File: src/rtl/ssrs_pkg.sv
package ssrs_pkg;

  localparam int ANGLE_W = 13;
  localparam int STEP_W = 12;
  localparam int TOL_W = 12;
  localparam int COUNT_W = 6;
  localparam int RANGE_W = 16;
  localparam int INDEX_W = 5;
  localparam int CFG_DATA_W = 13;
  localparam int CFG_INDEX_W = 2;
  localparam int PROD_W = INDEX_W + STEP_W;
  localparam int SUM_W = PROD_W + 2;
  localparam int DIFF_W = ANGLE_W + 1;

  localparam logic signed [ANGLE_W-1:0] START_RST = -13'sd400;
  localparam logic [STEP_W-1:0] STEP_RST = 12'd32;
  localparam logic [TOL_W-1:0] TOL_RST = 12'd24;
  localparam logic [COUNT_W-1:0] COUNT_RST = 6'd26;
  localparam logic [RANGE_W-1:0] NO_RETURN = 16'hFFFF;

  localparam logic signed [SUM_W-1:0] TARGET_MAX = 19'sd4095;
  localparam logic signed [SUM_W-1:0] TARGET_MIN = -19'sd4096;

  localparam logic KIND_TARGET = 1'b0;
  localparam logic KIND_SAMPLE = 1'b1;

  typedef enum logic [CFG_INDEX_W-1:0] {
    CFG_START = 2'd0,
    CFG_STEP  = 2'd1,
    CFG_TOL   = 2'd2,
    CFG_COUNT = 2'd3
  } cfg_index_t;

  typedef enum logic [2:0] {
    ST_IDLE,
    ST_CALC,
    ST_SUM,
    ST_CHECK,
    ST_TARGET,
    ST_SCAN
  } state_t;

  typedef struct packed {
    logic capture;
    logic mult;
    logic sum;
    logic commit;
    logic load_target;
    logic load_sample;
  } cmd_t;

  typedef struct packed {
    logic out_free;
    logic sweep_end;
    logic scan_last;
  } status_t;

endpackage

File: src/rtl/ssrs_in_if.sv
interface ssrs_in_if;
  logic valid;
  logic ready;
  logic signed [12:0] measured_yaw;
  logic [15:0] range_reading;

  modport source (output valid, output measured_yaw, output range_reading, input ready);
  modport sink (input valid, input measured_yaw, input range_reading, output ready);
endinterface

File: src/rtl/ssrs_out_if.sv
interface ssrs_out_if;
  logic valid;
  logic ready;
  logic result_kind;
  logic signed [12:0] servo_target;
  logic [4:0] scan_index;
  logic [15:0] scan_range;
  logic last_of_run;

  modport source (output valid, output result_kind, output servo_target, output scan_index,
                  output scan_range, output last_of_run, input ready);
  modport sink (input valid, input result_kind, input servo_target, input scan_index,
                input scan_range, input last_of_run, output ready);
endinterface

File: src/rtl/ssrs_ctrl.sv
module ssrs_ctrl (
  input  logic              clk,
  input  logic              rst,
  input  logic              in_valid,
  output logic              in_ready,
  input  ssrs_pkg::status_t sts,
  output ssrs_pkg::cmd_t    cmd
);
  import ssrs_pkg::*;

  state_t state;
  state_t state_next;

  always_ff @(posedge clk) begin
    if (rst) begin
      state <= ST_IDLE;
    end else begin
      state <= state_next;
    end
  end

  always_comb begin
    state_next = state;
    cmd = '0;
    in_ready = 1'b0;
    case (state)
      ST_IDLE: begin
        in_ready = 1'b1;
        if (in_valid) begin
          cmd.capture = 1'b1;
          state_next = ST_CALC;
        end
      end
      ST_CALC: begin
        cmd.mult = 1'b1;
        state_next = ST_SUM;
      end
      ST_SUM: begin
        cmd.sum = 1'b1;
        state_next = ST_CHECK;
      end
      ST_CHECK: begin
        cmd.commit = 1'b1;
        state_next = ST_TARGET;
      end
      ST_TARGET: begin
        if (sts.out_free) begin
          cmd.load_target = 1'b1;
          state_next = sts.sweep_end ? ST_SCAN : ST_IDLE;
        end
      end
      ST_SCAN: begin
        if (sts.out_free) begin
          cmd.load_sample = 1'b1;
          if (sts.scan_last) begin
            state_next = ST_IDLE;
          end
        end
      end
      default: begin
        state_next = ST_IDLE;
      end
    endcase
  end

endmodule

File: src/rtl/ssrs_datapath.sv
module ssrs_datapath #(
  parameter int MAX_SAMPLES = 32
) (
  input  logic                                    clk,
  input  logic                                    rst,
  input  logic                                    write_enable,
  input  logic [ssrs_pkg::CFG_INDEX_W-1:0]        write_index,
  input  logic [ssrs_pkg::CFG_DATA_W-1:0]         write_data,
  input  logic signed [ssrs_pkg::ANGLE_W-1:0]     measured_yaw,
  input  logic [ssrs_pkg::RANGE_W-1:0]            range_reading,
  input  ssrs_pkg::cmd_t                          cmd,
  output ssrs_pkg::status_t                       sts,
  output logic                                    out_valid,
  input  logic                                    out_ready,
  output logic                                    result_kind,
  output logic signed [ssrs_pkg::ANGLE_W-1:0]     servo_target,
  output logic [ssrs_pkg::INDEX_W-1:0]            scan_index,
  output logic [ssrs_pkg::RANGE_W-1:0]            scan_range,
  output logic                                    last_of_run
);
  import ssrs_pkg::*;

  localparam int AW = (MAX_SAMPLES > 1) ? $clog2(MAX_SAMPLES) : 1;
  localparam int CW = $clog2(MAX_SAMPLES + 1);

  // configuration
  logic signed [ANGLE_W-1:0] start_angle;
  logic [STEP_W-1:0] step_angle;
  logic [TOL_W-1:0] tolerance;
  logic [COUNT_W-1:0] sample_count;

  always_ff @(posedge clk) begin
    if (rst) begin
      start_angle <= START_RST;
      step_angle <= STEP_RST;
      tolerance <= TOL_RST;
      sample_count <= COUNT_RST;
    end else if (write_enable) begin
      case (cfg_index_t'(write_index))
        CFG_START: start_angle <= write_data;
        CFG_STEP:  step_angle <= write_data[STEP_W-1:0];
        CFG_TOL:   tolerance <= write_data[TOL_W-1:0];
        CFG_COUNT: sample_count <= write_data[COUNT_W-1:0];
        default: ;
      endcase
    end
  end

  // sweep state
  logic [INDEX_W-1:0] step_index;
  logic moving_forward;

  logic [COUNT_W-1:0] n_eff;
  logic [COUNT_W-1:0] n_m1;
  logic [INDEX_W-1:0] pos;

  always_comb begin
    if (sample_count == '0) begin
      n_eff = COUNT_W'(1);
    end else if (sample_count > COUNT_W'(MAX_SAMPLES)) begin
      n_eff = COUNT_W'(MAX_SAMPLES);
    end else begin
      n_eff = sample_count;
    end
    n_m1 = n_eff - COUNT_W'(1);
    // position past the sweep end acts as the last position
    if ({1'b0, step_index} > n_m1) begin
      pos = n_m1[INDEX_W-1:0];
    end else begin
      pos = step_index;
    end
  end

  // captured tick
  logic signed [ANGLE_W-1:0] yaw;
  logic [RANGE_W-1:0] range_in;
  logic [PROD_W-1:0] prod;
  logic signed [ANGLE_W-1:0] target;

  logic signed [SUM_W-1:0] sum_w;
  logic signed [DIFF_W-1:0] diff;
  logic [DIFF_W-1:0] err;
  logic settled;
  logic at_end;

  always_comb begin
    sum_w = $signed({{(SUM_W-ANGLE_W){start_angle[ANGLE_W-1]}}, start_angle})
          + $signed({2'b00, prod});
    diff = $signed({yaw[ANGLE_W-1], yaw}) - $signed({target[ANGLE_W-1], target});
    err = diff[DIFF_W-1] ? DIFF_W'(-diff) : DIFF_W'(diff);
    settled = err <= {{(DIFF_W-TOL_W){1'b0}}, tolerance};
    at_end = moving_forward ? ({1'b0, pos} >= n_m1) : (pos == '0);
  end

  always_ff @(posedge clk) begin
    if (cmd.capture) begin
      yaw <= measured_yaw;
      range_in <= range_reading;
    end
    if (cmd.mult) begin
      prod <= {{STEP_W{1'b0}}, pos} * {{INDEX_W{1'b0}}, step_angle};
    end
    if (cmd.sum) begin
      if (sum_w > TARGET_MAX) begin
        target <= TARGET_MAX[ANGLE_W-1:0];
      end else if (sum_w < TARGET_MIN) begin
        target <= TARGET_MIN[ANGLE_W-1:0];
      end else begin
        target <= sum_w[ANGLE_W-1:0];
      end
    end
  end

  // next position, clamped to the sweep
  logic dir_new;
  logic [COUNT_W-1:0] pos_up;
  logic [INDEX_W-1:0] pos_adv;

  always_comb begin
    dir_new = at_end ? ~moving_forward : moving_forward;
    pos_up = {1'b0, pos} + COUNT_W'(1);
    if (pos_up > n_m1) begin
      pos_up = n_m1;
    end
    if (dir_new) begin
      pos_adv = pos_up[INDEX_W-1:0];
    end else if (pos == '0) begin
      pos_adv = '0;
    end else begin
      pos_adv = pos - INDEX_W'(1);
    end
  end

  logic sweep_end;

  always_ff @(posedge clk) begin
    if (rst) begin
      step_index <= '0;
      moving_forward <= 1'b1;
      sweep_end <= 1'b0;
    end else if (cmd.commit) begin
      sweep_end <= settled & at_end;
      if (settled) begin
        moving_forward <= dir_new;
        step_index <= pos_adv;
      end
    end
  end

  // range buffer, entries read as no return until written
  logic [RANGE_W-1:0] mem [MAX_SAMPLES];
  logic [MAX_SAMPLES-1:0] written;
  logic [CW-1:0] scan_i;
  logic [CW-1:0] rd_sel;
  logic [RANGE_W-1:0] rd_data;
  logic rd_written;
  logic scan_last;

  assign scan_last = scan_i == CW'(n_m1);
  assign rd_sel = (cmd.load_sample && !scan_last) ? scan_i + CW'(1) : scan_i;

  always_ff @(posedge clk) begin
    if (cmd.commit && settled) begin
      mem[AW'(pos)] <= range_in;
    end
    rd_data <= mem[AW'(rd_sel)];
    rd_written <= written[AW'(rd_sel)];
  end

  always_ff @(posedge clk) begin
    if (rst) begin
      written <= '0;
    end else if (cmd.commit && settled) begin
      written[AW'(pos)] <= 1'b1;
    end
  end

  always_ff @(posedge clk) begin
    if (rst) begin
      scan_i <= '0;
    end else if (cmd.commit) begin
      scan_i <= '0;
    end else if (cmd.load_sample && !scan_last) begin
      scan_i <= scan_i + CW'(1);
    end
  end

  // output register
  logic out_free;
  assign out_free = ~out_valid | out_ready;

  always_ff @(posedge clk) begin
    if (rst) begin
      out_valid <= 1'b0;
    end else if (cmd.load_target || cmd.load_sample) begin
      out_valid <= 1'b1;
    end else if (out_ready) begin
      out_valid <= 1'b0;
    end
  end

  always_ff @(posedge clk) begin
    if (cmd.load_target) begin
      result_kind <= KIND_TARGET;
      servo_target <= target;
      scan_index <= '0;
      scan_range <= '0;
      last_of_run <= ~sweep_end;
    end else if (cmd.load_sample) begin
      result_kind <= KIND_SAMPLE;
      servo_target <= '0;
      scan_index <= INDEX_W'(scan_i);
      scan_range <= rd_written ? rd_data : NO_RETURN;
      last_of_run <= scan_last;
    end
  end

  always_comb begin
    sts.out_free = out_free;
    sts.sweep_end = sweep_end;
    sts.scan_last = scan_last;
  end

endmodule

File: src/rtl/servo_sweep_range_scanner_core.sv
// Servo target result is registered via ST_CALC, ST_SUM, ST_CHECK and ST_TARGET.
// A tick that ends a sweep then streams one scan sample per cycle (n positions)
// while the output register is free, paced by the single read port of the range
// buffer; the next tick is taken once the last result of the current one is in
// the output register. Loads into that register wait on result.ready.
// Reset (rst, synchronous) restores the register defaults, position 0 moving
// forward, and makes every buffer entry read as no return until written.
module servo_sweep_range_scanner_core #(
  parameter int MAX_SAMPLES = 32
) (
  input  logic                              clk,
  input  logic                              rst,
  input  logic                              write_enable,
  input  logic [ssrs_pkg::CFG_INDEX_W-1:0]  write_index,
  input  logic [ssrs_pkg::CFG_DATA_W-1:0]   write_data,
  ssrs_in_if.sink                           tick,
  ssrs_out_if.source                        result
);
  import ssrs_pkg::*;

  cmd_t cmd;
  status_t sts;

  ssrs_ctrl u_ctrl (
    .clk      (clk),
    .rst      (rst),
    .in_valid (tick.valid),
    .in_ready (tick.ready),
    .sts      (sts),
    .cmd      (cmd)
  );

  ssrs_datapath #(
    .MAX_SAMPLES (MAX_SAMPLES)
  ) u_datapath (
    .clk           (clk),
    .rst           (rst),
    .write_enable  (write_enable),
    .write_index   (write_index),
    .write_data    (write_data),
    .measured_yaw  (tick.measured_yaw),
    .range_reading (tick.range_reading),
    .cmd           (cmd),
    .sts           (sts),
    .out_valid     (result.valid),
    .out_ready     (result.ready),
    .result_kind   (result.result_kind),
    .servo_target  (result.servo_target),
    .scan_index    (result.scan_index),
    .scan_range    (result.scan_range),
    .last_of_run   (result.last_of_run)
  );

endmodule
File: src/flat_wrapper.sv
// flat-port wrapper written by rule: the top's interface ports become plain ports
module servo_sweep_range_scanner_core_flat import ssrs_pkg::*;
#(
  parameter int MAX_SAMPLES = 32
)
  (clk, rst, write_enable, write_index, write_data, tick_valid, tick_measured_yaw, tick_range_reading, tick_ready, result_valid, result_result_kind, result_servo_target, result_scan_index, result_scan_range, result_last_of_run, result_ready);
  ssrs_in_if tick_i ();
  ssrs_out_if result_i ();
  input  logic clk;
  input  logic rst;
  input  logic write_enable;
  input  logic [ssrs_pkg::CFG_INDEX_W-1:0] write_index;
  input  logic [ssrs_pkg::CFG_DATA_W-1:0] write_data;
  input wire logic [$bits(tick_i.valid)-1:0] tick_valid;
  input wire logic [$bits(tick_i.measured_yaw)-1:0] tick_measured_yaw;
  input wire logic [$bits(tick_i.range_reading)-1:0] tick_range_reading;
  output wire logic [$bits(tick_i.ready)-1:0] tick_ready;
  output wire logic [$bits(result_i.valid)-1:0] result_valid;
  output wire logic [$bits(result_i.result_kind)-1:0] result_result_kind;
  output wire logic [$bits(result_i.servo_target)-1:0] result_servo_target;
  output wire logic [$bits(result_i.scan_index)-1:0] result_scan_index;
  output wire logic [$bits(result_i.scan_range)-1:0] result_scan_range;
  output wire logic [$bits(result_i.last_of_run)-1:0] result_last_of_run;
  input wire logic [$bits(result_i.ready)-1:0] result_ready;
  assign tick_i.valid = tick_valid;
  assign tick_i.measured_yaw = tick_measured_yaw;
  assign tick_i.range_reading = tick_range_reading;
  assign tick_ready = tick_i.ready;
  assign result_valid = result_i.valid;
  assign result_result_kind = result_i.result_kind;
  assign result_servo_target = result_i.servo_target;
  assign result_scan_index = result_i.scan_index;
  assign result_scan_range = result_i.scan_range;
  assign result_last_of_run = result_i.last_of_run;
  assign result_i.ready = result_ready;
  servo_sweep_range_scanner_core #(.MAX_SAMPLES(MAX_SAMPLES)) u_core (.clk(clk), .rst(rst), .write_enable(write_enable), .write_index(write_index), .write_data(write_data), .tick(tick_i), .result(result_i));
endmodule
File: config.mk
export PLATFORM = sky130hd
export DESIGN_NAME = servo_sweep_range_scanner_core_flat
export DESIGN_NICKNAME = d
export VERILOG_FILES = /design/src/rtl/ssrs_pkg.sv /design/src/rtl/ssrs_in_if.sv /design/src/rtl/ssrs_out_if.sv /design/src/rtl/ssrs_ctrl.sv /design/src/rtl/ssrs_datapath.sv /design/src/rtl/servo_sweep_range_scanner_core.sv /design/src/flat_wrapper.sv
export SDC_FILE = /design/constraint.sdc
export NUM_CORES = 1
export LEC_CHECK = 0
export BUFFER_PORTS_ARGS = -buffer_cell sky130_fd_sc_hd__buf_2
export CORE_MARGIN = 2
export CORE_UTILIZATION = 45
export DETAILED_ROUTE_END_ITERATION = 10
export GPL_TIMING_DRIVEN = 0
export SLEW_MARGIN = 10
export SYNTH_ARGS = -nofsm -noshare
export SYNTH_HDL_FRONTEND = slang
export SYNTH_HIERARCHICAL = 1
export SYNTH_SLANG_ARGS = --single-unit
File: constraint.sdc
create_clock -name clk -period 18.45 [get_ports clk]
set_input_delay 2.7675 -clock clk [delete_from_list [all_inputs] [get_ports clk]]
set_output_delay 2.7675 -clock clk [all_outputs]
set_load 0.01 [all_outputs]
==> results of run 1 <==
report_power, final:
part	leakage, nW	internal [mW]	switching, mW
logic	5.57	0.160	0.259
clock network	1.24	0.919	0.632
registers	6.37	1.82	0.0479
total	13.2	2.90	0.939
final cells by class:
| type | instances | area [µm²] | share of cell area (%) |
|---|---|---|---|
| clock buffer | 114 | 2210 | 5.89 |
| multi-input combinational | 1724 | 11400 | 30.3 |
| clock inverter | 31 | 333 | 0.886 |
| inverter | 112 | 420 | 1.12 |
| buffer | 156 | 688 | 1.83 |
| sequential | 716 | 20200 | 53.8 |
| timing repair buffer | 128 | 1130 | 3.02 |
| tap | 950 | 1190 | 3.17 |
worst max-delay path: cells and delay by family (launching register included):
kind | cells | cell delay [ns]
muxes | 1 | 0.53
buffers and inverters | 9 | 2.22
AOI/OAI and AO/OA | 12 | 3.14
DFF | 1 | 0.36
adders and majority gates | 6 | 2.68
and+or+nand+nor | 4 | 1.09
xor gates and xnor gates | 1 | 0.13
kinds of logic (layout without fill, tap and decap cells):
group / Yosys count / count (layout) / share of synthesized area, %
AND/OR/NAND/NOR: 874 / 874 / 12.4
multiplexers: 117 / 117 / 3.76
AO/OA/AOI/OAI: 545 / 545 / 11.3
other: 1 / 1 / 0.0115
flip-flops: 716 / 716 / 62.0
adder cells (fa/ha/maj): 120 / 120 / 5.35
XOR/XNOR: 67 / 67 / 1.84
buffers and inverters: 268 / 541 / 3.40
cells in the final DEF (no fill, tap or decap), types with 11 or more instances in the layout:
master	n
edfxtp_1	585
nand2_1	414
buf_2	132
dfxtp_1	131
clkbuf_1	117
nor2_1	116
inv_1	111
mux2i_1	110
nand3_1	103
o22ai_1	99
a21oi_1	97
ha_1	88
clkbuf_16	82
o21ai_0	76
a31oi_1	74
and2_1	60
xnor2_1	43
a32oi_1	34
fa_1	32
nor4_1	27
nor2_2	25
xor2_1	23
nor3_1	20
a221oi_1	19
a21o_1	18
buf_8	17
a32o_1	16
nand2b_1	13
o2bb2ai_1	13
or2_2	12
buf_1	12
and3_1	12
or3_1	12
nand4_1	12
nor2b_1	11
buf_4	11
nor4_2	11
buf_16	11
stage by stage:
step / power [mW] / worst slack [ns] / instances / hold WS (ns) / utilization, %
floorplan: 2.14 / 10.44 / 2708 / 0.419 / -
global placement: 2.28 / 8.29 / 3744 / 0.443 / 47.7
detailed placement: 2.31 / 8.19 / 3784 / 0.448 / 48.8
CTS: 3.85 / 8.17 / 3929 / 0.458 / 52.4
global route: 3.97 / 7.46 / 3931 / 0.484 / 52.4
finish: 3.84 / 8.04 / 3931 / 0.459 / 52.4
metal layers:
metal  global-route usage [%]  share of wire [%]  vias to the layer above
met5                        0                  0                        -
met3                     3.93                7.9                      175
li1                         -                  -                    10518
met2                     41.8                 48                      935
met4                     9.29                3.6                        0
met1                     33.5                 40                    11571
sequential cells by signal, summed over array words and instances (netlist names), 13 cells and up:
signal,cells
u_core/u_datapath/rd_data,16
u_core/u_datapath/servo_target,13
u_core/u_datapath/mem,512
u_core/u_datapath/start_angle,13
u_core/u_datapath/yaw,13
u_core/u_datapath/range_in,16
u_core/u_datapath/written,32
u_core/u_datapath/target,13
u_core/u_datapath/prod,17
u_core/u_datapath/scan_range,16
worst max path at each step:
stage | startpoint | to
floorplan | u_core/u_datapath/sample_count[1] | u_core/u_datapath/prod[16]
global placement | u_core/u_datapath/sample_count[1] | u_core/u_datapath/prod[16]
detailed placement | u_core/u_datapath/sample_count[1] | u_core/u_datapath/prod[16]
CTS | u_core/u_datapath/sample_count[1] | u_core/u_datapath/prod[16]
global route | u_core/u_datapath/sample_count[2] | u_core/u_datapath/prod[16]
finish | u_core/u_datapath/sample_count[2] | u_core/u_datapath/prod[16]
==> flow_summary.yaml, run 1 <==
status:
  status: "finished, violations left"
  violations: "max-capacitance violations"
flow_run:
  maxCapViolations: 1
timing:
  fmax_mhz: 96.0
  setup_tns_ns: 0
  finalHoldViolCount: 0
  final.setup_skew_ns: 0.0297
  final.min_clock_period_ns: 10.41
  tightest_slew_ns: 1.47
  fin_crit_sh_pct: 56.4
  setup_viol: 0
  slew_headroom_pct: 1.39
  report.final.slew_viol_count: 0
  rsz0062_at_grt: "no"
clocking:
  cts_htree_levels: 3
  clock_sinks: 716
  cts_resized: 0
  cts_buffers: 78
  cts_root_buffer: "clkbuf_16"
  cts.clk_slew.worst_paths_ns: 0.06
  postCtsSetupBuffers: 0
  holdBufCountCts: 0
  clock_latency_ns: 0.63
  cts_tree: "built"
  clockBufferDepth: 3
routing:
  drt_iter0_markers: 2488
  wire_per_inst_um: 24.0
  antenna_left: 0
  drc_errors: 0
  drt-vias-per-instance: 5.90
  first_pass_iters: 6
  vias: 23199
  wl_um: 94400
floorplan:
  start_util_pct: 45.5
  io_pins: 87
  coreArea_um2: 71600
  fp.dieH_um: 273
  dieArea_um2: 74600
  die_w_um: 273
  rows: 98
yosys:
  async_flop_share_pct: 0
  synth.top_cell.area_share_pct: 53.9
  synth_nets: 2877
  synthCells: 2708
  synth_area_leaders: "edfxtp_1 54%, dfxtp_1 8.1%, nand2_1 4.8%, ha_1 3.4%, mux2i_1 3.4%"
  post-synth-top-count-cell: "edfxtp_1"
  synth.avg_cell_area_um2: 12.0
  ys.flop_type: "edfxtp_1"
  synth_edf_count: 585
  yosysSeqAreaShare_pct: 62.0
  ys_seq_elements: 716
  ys_top_cells_by_count: "585 x edfxtp_1, 414 x nand2_1, 141 x nor2_1"
  synth.largest_area_cell: "edfxtp_1"
  yosysWarnings: 6
  ys_types: 90
  netlist_area_um2: 32600
setup_path:
  start_kind: "flip-flop"
  slowest_delay_ns: 0.65
  cp_slowest_cell: "o311ai_2"
  required_ns: 18.80
  r2r_cells: 33
  critical_path_class: "reg -> reg"
  r2r_start: "u_core/u_datapath/sample_count[2]"
  worstPathMaxFanout: 10
  reg2reg_slack_ns: 8.04
  cpMostUsedCell: "inv_1"
  r2r-end: "u_core/u_datapath/prod[16]"
  crit_arrival_ns: 10.76
  cp-end-kind: "flip-flop"
placement:
  dp_hpwl_um: 68000
  placed_area_um2: 35000
  portBuffers: 86
  gp_congestion: 0.919
power_and_ir_drop:
  p_per_area_nw_per_um2: 102
  p_leak_nw: 13.2
  ir_drop_mv: 0.0675
grt:
  grt_start_max_net_pins: 33
  grt-ovfl-total: 0
  grt.total_usage_pct: 25.2
  grt_pass1_vias: 22541
  grt_antenna_before_repair: 3
  grt_pass1_wl_um: 140000
layout:
  fillers: 6191
  layout-drive-gt1-share_pct: 12.5
  final_area_um2: 37600
  nets: 3085
  antenna_cells: 0
  syn2layout_area_growth_pct: 15.3
worst_hold_path:
  whs_path_depth: 2
  min_path_type: "reg -> reg"
  worstHoldStart: "u_core/u_datapath/tolerance[5]"
  holdPathEnd: "u_core/u_datapath/tolerance[5]"
(Power assumes the default switching activity.)
==> run 2: changes to the inputs <==
clock period = 10.4 ns   (was 18.45 ns; I/O delays follow)
==> flow_summary.yaml, run 2 (synthesis results as in run 1) <==
power_and_ir_drop:
  p_leak_nw: 13.2
  p_per_area_nw_per_um2: 181
  seqPwrFrac_pct: 48.6
  combPwrFrac_pct: 10.9
  p_int_mw: 5.14
  power.switching_mw: 1.67
  ir_drop_mv: 0.120
  pwr-share-clk_pct: 40.4
  netSwitchingFraction_pct: 24.5
setup_path:
  cpMostUsedCell: "inv_1"
  cp-end-kind: "flip-flop"
  start_kind: "flip-flop"
  cp_slowest_cell: "or4_4"
  required_ns: 10.75
  r2r_cells: 33
  crit_arrival_ns: 10.17
  critical_path_class: "reg -> reg"
  slowest_delay_ns: 0.57
  worstPathMaxFanout: 10
timing:
  tightest_slew_ns: 1.44
  slew_headroom_pct: 3.31
  rsz0062_at_grt: "no"
  setup_viol: 0
  final.setup_skew_ns: 0.0254
  setup_tns_ns: 0
  fin_crit_sh_pct: 94.4
  final.min_clock_period_ns: 9.82
  finalHoldViolCount: 0
  fmax_mhz: 102
  report.final.slew_viol_count: 0
layout:
  final_util_pct: 52.5
  syn2layout_area_growth_pct: 15.4
  regMostFlops: "u_core/u_datapath/mem"
  nets: 3085
  antenna_cells: 0
  layout-drive-gt1-share_pct: 12.6
  fillers: 6190
  largest_register_ffs: 512
  layout_common_cells: "585 x edfxtp_1, 414 x nand2_1, 132 x buf_2"
  final_common_cell: "edfxtp_1"
  multiInputGateArea_um2: 11400
  top_regs: "u_core/u_datapath/mem (512), u_core/u_datapath/written (32), u_core/u_datapath/prod (17)"
  regArea_um2: 20200
worst_hold_path:
  whs_path_depth: 2
  min_path_type: "reg -> reg"
clocking:
  clock_latency_ns: 0.63
  clockBufferDepth: 3
  cts.clk_slew.worst_paths_ns: 0.06
  cts_tree: "built"
  cts_buffers: 78
  cts_htree_levels: 3
  clock_sinks: 716
  cts_root_buffer: "clkbuf_16"
routing:
  drt_iter0_markers: 2683
  drc_errors: 0
  antenna_left: 0
  drt-vias-per-instance: 5.91
  vias: 23245
  wire_per_inst_um: 24.0
  wl_um: 94500
  first_pass_iters: 9
placement:
  dp_hpwl_um: 68000
  portBuffers: 86
  gp_congestion: 0.919
floorplan:
  rows: 98
  coreArea_um2: 71600
  start_util_pct: 45.5
  fp.dieH_um: 273
  io_pins: 87
  dieArea_um2: 74600
  die_w_um: 273
grt:
  grt.total_usage_pct: 25.2
  grt_pass1_wl_um: 140000
  grt_pass1_vias: 22541
  grt-ovfl-total: 0
  grt_start_max_net_pins: 33
  grt_antenna_before_repair: 3
status:
  status: "complete, no violations"
flow_run:
  maxCapViolations: 0
## run 2: cell counts in the layout (fill, tap and decap cells not counted)
Identical to the previous run, type by type.
## run 2: worst max-delay path, delay by kind of cell, from the launching register on
kind	cells	cell delay [ns]
mux	1	0.39
flops	1	0.35
simple gates	4	1.11
xor+xnor	1	0.13
compound gates	12	2.80
fa+ha+maj	6	2.65
buf+inv	9	2.11
## run 2: timing repair
action                     in CTS  in global routing
hold buffers                    0                  0
resized for setup               0                  4
buffers inserted                0                  0
setup endpoints to repair       0                  5
## run 2: worst paths after layout
path / from / slack (ns) / to
max: u_core/u_datapath/sample_count[1] / 0.58 / u_core/u_datapath/prod[16]
min: u_core/u_datapath/tolerance[5] / 0.46 / u_core/u_datapath/tolerance[5]
max reg2reg: u_core/u_datapath/sample_count[1] / 0.58 / u_core/u_datapath/prod[16]
min reg2reg: u_core/u_datapath/tolerance[5] / 0.46 / u_core/u_datapath/tolerance[5]
## run 2: through the flow
stage | cell area, µm² | cells | setup WS, ns | total power, mW | hold slack (ns)
3_3_place_gp | 34200 | 3744 | 0.244 | 4.05 | 0.443
5_1_grt | 37600 | 3931 | 0.0252 | 7.04 | 0.484
2_1_floorplan | 32600 | 2708 | 2.39 | 3.80 | 0.419
6_report | 37600 | 3931 | 0.580 | 6.81 | 0.459
4_1_cts | 37500 | 3929 | 0.124 | 6.84 | 0.458
3_5_place_dp | 35000 | 3784 | 0.141 | 4.10 | 0.448
## run 2: cell type report
cell class,instances,area share (%)
plain buffers,156,1.83
clock buffers,114,5.88
clock inverters,31,0.886
inverters,112,1.12
multi-input cells,1724,30.4
flip-flops and latches,716,53.7
well taps,950,3.16
repair buffers,128,3.02
## run 2: power by group through the flow
| stage | Combinational [mW] | Sequential (mW) | Clock (mW) |
|---|---|---|---|
| 2_1_floorplan | 0.434 | 3.36 | 0 |
| 3_3_place_gp | 0.625 | 3.42 | 0 |
| 3_5_place_dp | 0.726 | 3.38 | 0 |
| 4_1_cts | 0.729 | 3.32 | 2.79 |
| 5_1_grt | 0.822 | 3.32 | 2.91 |
| 6_report | 0.745 | 3.31 | 2.75 |
## run 2: routing by layer
layer | global-route usage (%) | part of all wire [%] | vias to the layer above
met5 | 0 | 0 | -
met4 | 9.29 | 3.5 | 0
met3 | 3.93 | 7.4 | 168
met2 | 41.8 | 48 | 920
met1 | 33.5 | 41 | 11634
li1 | - | - | 10523
